## src/hdl/srmq_pkg.sv

```systemverilog
// Shared constants, types and helper functions of the sparse-table range-minimum engine.
package srmq_pkg;

	localparam int DEPTH      = 4096;
	localparam int LEVELS     = 13;
	localparam int VALUE_BITS = 48;

	localparam int FIELD_W = 12;
	localparam int IDX_W   = $clog2(DEPTH);
	localparam int LVL_W   = (LEVELS > 1) ? $clog2(LEVELS) : 1;
	localparam int WORDS   = LEVELS * DEPTH;
	localparam int ADDR_W  = $clog2(WORDS);
	localparam int NX_W    = ((FIELD_W > LEVELS) ? FIELD_W : LEVELS) + 1;
	localparam int PADDR_W = 3;
	localparam int PDATA_W = 32;

	localparam logic [1:0] OP_LOAD  = 2'd0;
	localparam logic [1:0] OP_BUILD = 2'd1;
	localparam logic [1:0] OP_QUERY = 2'd2;

	localparam logic REG_TOP_INDEX = 1'b0;

	typedef logic signed [VALUE_BITS-1:0] value_t;

	typedef struct packed {
		logic              we;
		logic [ADDR_W-1:0] waddr;
		value_t            wdata;
		logic [ADDR_W-1:0] raddr_a;
		logic [ADDR_W-1:0] raddr_b;
	} ram_req_t;

	typedef struct packed {
		value_t rdata_a;
		value_t rdata_b;
	} ram_rsp_t;

	typedef struct packed {
		logic   valid;
		value_t minimum;
		logic   status;
	} res_t;

	function automatic logic [ADDR_W-1:0] tbl_addr(input logic [LVL_W-1:0] lvl,
			input logic [IDX_W-1:0] idx);
		return ADDR_W'(lvl) * ADDR_W'(DEPTH) + ADDR_W'(idx);
	endfunction

	function automatic value_t smin(input value_t a, input value_t b);
		return (a <= b) ? a : b;
	endfunction

	function automatic logic [LVL_W-1:0] floor_log2(input logic [FIELD_W:0] x);
		int g;
		g = 0;
		for (int n = 0; n <= FIELD_W; n++) begin
			if (x[n]) begin
				g = n;
			end
		end
		if (g > LEVELS - 1) begin
			g = LEVELS - 1;
		end
		return LVL_W'(g);
	endfunction

	function automatic logic [FIELD_W-1:0] sat_top(input logic [FIELD_W-1:0] top);
		return (32'(top) > DEPTH - 1) ? FIELD_W'(DEPTH - 1) : top;
	endfunction

	function automatic logic load_ok(input logic [FIELD_W-1:0] idx);
		return 32'(idx) < DEPTH;
	endfunction

endpackage

```

## src/hdl/srmq_cfg.sv

```systemverilog
// Configuration register block with the APB-style access port.
module srmq_cfg import srmq_pkg::*; (
	input  logic               clk,
	input  logic               arst_n,
	input  logic               psel,
	input  logic               penable,
	input  logic               pwrite,
	input  logic [PADDR_W-1:0] paddr,
	input  logic [PDATA_W-1:0] pwdata,
	output logic [PDATA_W-1:0] prdata,
	output logic               pready,
	output logic [FIELD_W-1:0] top_eff
);

	logic [FIELD_W-1:0] top_q;
	logic               sel_top;

	assign pready  = 1'b1;
	assign sel_top = (paddr[2] == REG_TOP_INDEX);

	always_ff @(posedge clk or negedge arst_n) begin
		if (!arst_n) begin
			top_q <= '0;
		end else if (psel && penable && pwrite && pready && sel_top) begin
			top_q <= pwdata[FIELD_W-1:0];
		end
	end

	assign prdata  = sel_top ? PDATA_W'(top_q) : '0;
	assign top_eff = sat_top(top_q);

endmodule

```

## config.mk

```make
export PLATFORM = sky130hd
export DESIGN_NAME = srmq_cfg
export DESIGN_NICKNAME = d
export VERILOG_FILES = /design/src/hdl/srmq_pkg.sv /design/src/hdl/srmq_cfg.sv
export SDC_FILE = /design/constraint.sdc
export NUM_CORES = 1
export LEC_CHECK = 0
export BUFFER_PORTS_ARGS = -buffer_cell sky130_fd_sc_hd__buf_2
export CORE_UTILIZATION = 30
export DETAILED_ROUTE_END_ITERATION = 8
export PLACE_DENSITY_LB_ADDON = 0.12
export SYNTH_ARGS = -nofsm -noshare
export SYNTH_HDL_FRONTEND = slang
export SYNTH_SLANG_ARGS = --single-unit
export TNS_END_PERCENT = 10
```

## constraint.sdc

```tcl
create_clock -name clk -period 0.8 [get_ports clk]
set_input_delay 0.12 -clock clk [delete_from_list [all_inputs] [get_ports clk]]
set_output_delay 0.12 -clock clk [all_outputs]
set_load 0.1 [all_outputs]
```

==> out/results.ini, run 1 <==
[global_routing]
grt_remaining_overflow=0
grt_pass1_wl_mm=2.67
antenna_found_initial=0
grtUsageTotal=0.146
grt_max_degree=13
grt_pass1_vias=525

[critical_path]
crit_path_end_kind=output port
crit_chain=nor2b_4 -> buf_12
cp_max_fo=3
crit_arrival_ns=1.09
path_buf_inv=1
slowest_delay_ns=0.51
required_ns=0.68
cp_slowest_cell=dfrtp_4
crit_family=flip-flops
startpoint_type=flip-flop
critPathKind=flip-flop to output port

[synthesis]
ys_seq_elements=12
yosysUniqueCellTypes=10
yosys.area.top_type=dfrtp_1
netlist_instances=62
ys_warn_count=0
synth_top_area_share=0.398
synth_area_leaders=dfrtp_1, buf_4, mux2_4
ys_seq_area_frac=0.398
syn_area_um2=754
avgSynthCellArea_um2=12.2

[hold_path]
holdCritPathClass=input pin to flip-flop

[route]
detail-route-antenna-nets=0
dr.pass1.iters=2
first_iter_violations=6
drc=0
wl_per_cell_um=11.8
viasPerCell=3.94
vias=567
wirelength_mm=1.70

[cts]
clk_latency_ns=0.28
clockRootBuffer=clkbuf_4
clockBufferDepth=2
cts_buffers=3
cts_tree=built
clock-sinks=12
htree_levels=1
path_clk_slew_ns=0.08

[placement]
gp_congestion=0.690
port_buffers=41
post-dp-hpwl_mm=1.37

[power_and_ir_drop]
clockPowerShare=0.095
power_density_mw_per_mm2=3340
p_sw_frac=0.526
p_int_uw=2460
ir_worst_vdd_mv=2.59
p_leak_uw=0.000775
p_seq_frac=0.188
finalPower_uw=5200
p_sw_uw=2740
power_frac_comb=0.717

[timing]
slew_viol_final=0
rsz0062_at_grt=yes
setup_violations=34
finalCriticalPeriod_ns=1.21
hold_violations=0
finClkSkew_ns=0
hold_ws_ns=0.0688
max_freq_mhz=825
fin_ws_ns=-0.413
period_share=1.52

[finish]
largest_reg_flops=12
drive_gt1_frac=0.810
diodes=0
final_core_util=0.678
syn2layout_area_growth_pct=106
most-common-layout-cells=buf_12, conb_1, buf_2
final_common_cell=buf_12
fin_nets=157

[run]
cap_violations=0

[floorplan]
core_mm2=0.00230
die_w_um=52.2
io_pins=85
initial_core_util=0.328
dieArea_mm2=0.00272
num_rows=17
die_h_um=52.2

[run_status]
run_status=finished, violations left
violations=negative setup slack

==> metrics by stage <==
stage	instance area [um^2]	setup TNS (ns)	setup slack, ns	instances
floorplan	947	-8.72	-0.516	81
global placement	1470	-3.80	-0.182	138
detailed placement	1470	-4.23	-0.212	138
CTS	1540	-9.65	-0.423	143
global route	1560	-10.15	-0.437	144
finish	1560	-9.42	-0.413	144
==> logic make-up (layout without fill, tap and decap cells) <==
group | count (synthesis) | in the layout | synth area share
buffers and inverters | 23 | 58 | 0.229
flip-flops | 12 | 12 | 0.398
multiplexers | 12 | 12 | 0.229
other | 2 | 21 | 0.00995
AND/OR/NAND/NOR | 13 | 13 | 0.134
==> path summary, 6_finish.rpt <==
path                       slack, ns  cells after the start     endpoint        start
hold reg to reg                 0.56                      1  top_eff[11]  top_eff[11]
min in group asynchronous       0.24                      2   top_eff[7]       arst_n
setup reg to reg               -0.18                      2   top_eff[7]   top_eff[7]
hold / removal                  0.07                      2   top_eff[9]    pwdata[9]
setup / recovery               -0.41                      2    prdata[7]   top_eff[7]
max in group asynchronous       0.32                      2  top_eff[10]       arst_n
==> synth_stat cells, drive strengths merged <==
cell type  instances
dfrtp             12
conb               2
nand4b             1
mux2              12
buf               22
nor2b             10
clkbuf             1
and2b              2
==> power groups by stage <==
stage               combinational [uW]  sequential [uW]  clock, uW
floorplan                         1500             1930          0
global placement                  3640              961          0
detailed placement                3660              967          0
CTS                               3710              973        515
global route                      3820             1000        520
finish                            3730              976        494
==> worst reg2reg max path: cells and delay by family, from the launching register on <==
family   cells  cell delay (ns)
mux          1             0.24
flops        1             0.51
buf+inv      1             0.13
==> layout make-up <==
type	count	area (um^2)
Fill cell	180	741
Timing Repair Buffer	54	712
Multi-Input combinational cell	46	433
Sequential cell	12	340
Clock buffer	4	36.3
Tap cell	28	35.0
==> layer usage <==
metal | wire, um | share of wire | GRT usage | vias up
met5 | 0 | 0 | 0 | -
met3 | 135 | 0.079 | 0.0263 | 5
met4 | 56 | 0.033 | 0.118 | 0
li1 | - | - | - | 263
met2 | 899 | 0.53 | 0.237 | 37
met1 | 607 | 0.36 | 0.165 | 262
==> timing repair <==
action,in CTS,in global routing
gates cloned,0,0
endpoints found under the hold margin,12,0
gates resized for setup,7,2
hold buffers,1,0
buffers inserted,0,1
endpoints found under the setup margin,34,35
No activity file was read; power rests on OpenSTA's default activity.
==> run 2: changes to the inputs <==
--- a/config.mk
+++ b/config.mk
@@ -7,5 +7,7 @@
 export LEC_CHECK = 0
 export BUFFER_PORTS_ARGS = -buffer_cell sky130_fd_sc_hd__buf_2
-export CORE_UTILIZATION = 30
+export CELL_PAD_IN_SITES_DETAIL_PLACEMENT = 1
+export CELL_PAD_IN_SITES_GLOBAL_PLACEMENT = 1
+export CORE_UTILIZATION = 20
 export DETAILED_ROUTE_END_ITERATION = 8
 export PLACE_DENSITY_LB_ADDON = 0.12
==> constraint.sdc (replaced) <==
create_clock -name clk -period 0.8 [get_ports clk]
set_input_delay 0.12 -clock clk [delete_from_list [all_inputs] [get_ports clk]]
set_output_delay 0.12 -clock clk [all_outputs]
set_load 0.02 [all_outputs]
==> run 2 against run 1 <==
Effect of this change: the run still ends with negative setup slack left; largest cell class is now multi-input combinational cells; cell count increased by 12%; highest routed layer unchanged; clock power is 32% higher; sequential share of layout area is 2.0 points higher; clock skew did not move; die area grew 48%; wire length is 7.6% higher; final area decreased by 19%; critical path type unchanged; fmax up 16%; combinational power down 63%.
==> out/results.ini, run 2 (synthesis results as in run 1) <==
[finish]
syn2layout_area_growth_pct=66.5
final_cell_count_no_fill=161  ; +12%
fin_nets=156  ; -0.64%
multi_input_area_um2=428  ; -1.2%
nFillCells=406  ; +130%
largest_reg_flops=12  ; unchanged
most-common-layout-cells=buf_2, conb_1, buf_6, dfrtp_1
final_common_cell=buf_2
diodes=0  ; unchanged
drive_gt1_frac=0.687  ; -0.123
seq_area_um2=300  ; -12%
final_area_mm2=0.00126  ; -19%

[global_routing]
grtUsageTotal=0.0913  ; -0.0547
grt_remaining_overflow=0  ; unchanged
grt_pass1_wl_mm=2.79  ; +4.4%
antenna_found_initial=0  ; unchanged
grt_pass1_vias=564  ; +7.4%
grt_max_degree=13  ; unchanged

[cts]
cts_tree=built
clockRootBuffer=clkbuf_8
clockBufferDepth=2  ; unchanged
path_clk_slew_ns=0.06  ; -0.02 ns
clk_latency_ns=0.23  ; -0.05 ns
htree_levels=1  ; unchanged
clock-sinks=12  ; unchanged
cts_buffers=3  ; unchanged

[critical_path]
r2r_slack_ns=-0.20  ; -0.02 ns
crit_arrival_ns=0.92  ; -0.17 ns
required_ns=0.68  ; about the same
startpoint_type=flip-flop
critPathKind=flip-flop to output port
cp_max_fo=3  ; unchanged
crit_path_end_kind=output port

[route]
drc=0  ; unchanged
detail-route-antenna-nets=0  ; unchanged
vias=568  ; +0.18%
dr.pass1.iters=2  ; unchanged
wl_per_cell_um=11.4  ; -3.8%
viasPerCell=3.53  ; -10%
first_iter_violations=2  ; -4
wirelength_mm=1.83  ; +7.6%

[timing]
rsz0062_at_grt=yes
fin_ws_ns=-0.244  ; +0.169 ns
setup_violations=29  ; -15%
period_share=1.30  ; -0.211
hold_ws_ns=0.110  ; +0.0412 ns
finalCriticalPeriod_ns=1.04  ; -0.169 ns
finClkSkew_ns=0  ; unchanged
max_freq_mhz=958  ; +16%
final.setup.tns_ns=-4.95  ; +4.48 ns
hold_violations=0  ; unchanged
slew_viol_final=0  ; unchanged

[floorplan]
dieArea_mm2=0.00402  ; +48%
die_w_um=63.4  ; +22%
die_h_um=63.4  ; +22%
io_pins=85  ; unchanged
num_rows=21  ; +4
core_mm2=0.00347  ; +51%
initial_core_util=0.218  ; -0.111

[placement]
post-dp-hpwl_mm=1.35  ; -1.8%
place_area_um2=988  ; -33%
gp_congestion=0.603  ; -13%
placedCellCount=149  ; +8.0%
port_buffers=41  ; unchanged

[power_and_ir_drop]
power_density_mw_per_mm2=2290  ; -31%
p_leak_uw=0.000700  ; -9.6%
ir_worst_vdd_mv=0.668  ; -74%

[hold_path]
holdCritPathClass=input pin to flip-flop

[run_status]
violations=negative setup slack
run_status=finished, violations left

[run]
cap_violations=0  ; unchanged

==> run 2: where the power goes <==
| part | leakage [uW] | internal [uW] | switching [uW] |
|---|---|---|---|
| sequential | 0.000144 | 743 | 105 |
| combinational | 0.000527 | 760 | 616 |
| clock | 0.0000288 | 434 | 217 |
| total | 0.000700 | 1940 | 939 |
==> run 2: path summary, 6_finish.rpt <==
| check | start | end | cells past startpoint |
|---|---|---|---|
| hold / removal | pwdata[1] | top_eff[1] | 2 |
| setup / recovery | top_eff[9] | prdata[9] | 2 |
| setup reg to reg | top_eff[4] | top_eff[4] | 3 |
| max in group asynchronous | arst_n | top_eff[11] | 2 |
| hold reg to reg | top_eff[11] | top_eff[11] | 1 |
| min in group asynchronous | arst_n | top_eff[5] | 2 |
==> run 2: routing by layer <==
layer / share of wire / up-vias / GRT usage
li1: - / 259 / -
met1: 0.34 / 275 / 0.103
met2: 0.57 / 32 / 0.161
met3: 0.073 / 2 / 0.0254
met4: 0.0077 / 0 / 0.0341
met5: 0 / - / 0
==> run 2: area by class of cell <==
type | instances | area share
clock buffers | 4 | 0.0438
multi-input cells | 46 | 0.341
flip-flops and latches | 12 | 0.239
well taps | 46 | 0.0458
repair buffers | 53 | 0.331
==> run 2: stage by stage <==
| stage | util | total power [uW] | setup WS [ns] |
|---|---|---|---|
| after global routing | 0.362 | 3040 | -0.288 |
| final | 0.362 | 2880 | -0.244 |
| after global placement | 0.285 | 1840 | -0.179 |
| after floorplan | - | 1580 | -0.0629 |
| after CTS | 0.336 | 2750 | -0.254 |
| after detailed placement | 0.285 | 1860 | -0.201 |
==> run 2: worst max-delay path: stages, from the launching register on <==
cell and delay [ns]:
dfrtp_1 0.39, and2b_1 0.17, buf_6 0.13
==> run 2: repair_timing <==
item / in CTS / in global routing
endpoints found under the hold margin: 12 / 0
setup endpoints to repair: 24 / 29
hold buffers: 1 / 0
buffers inserted: 6 / 1
gates resized for setup: 20 / 22
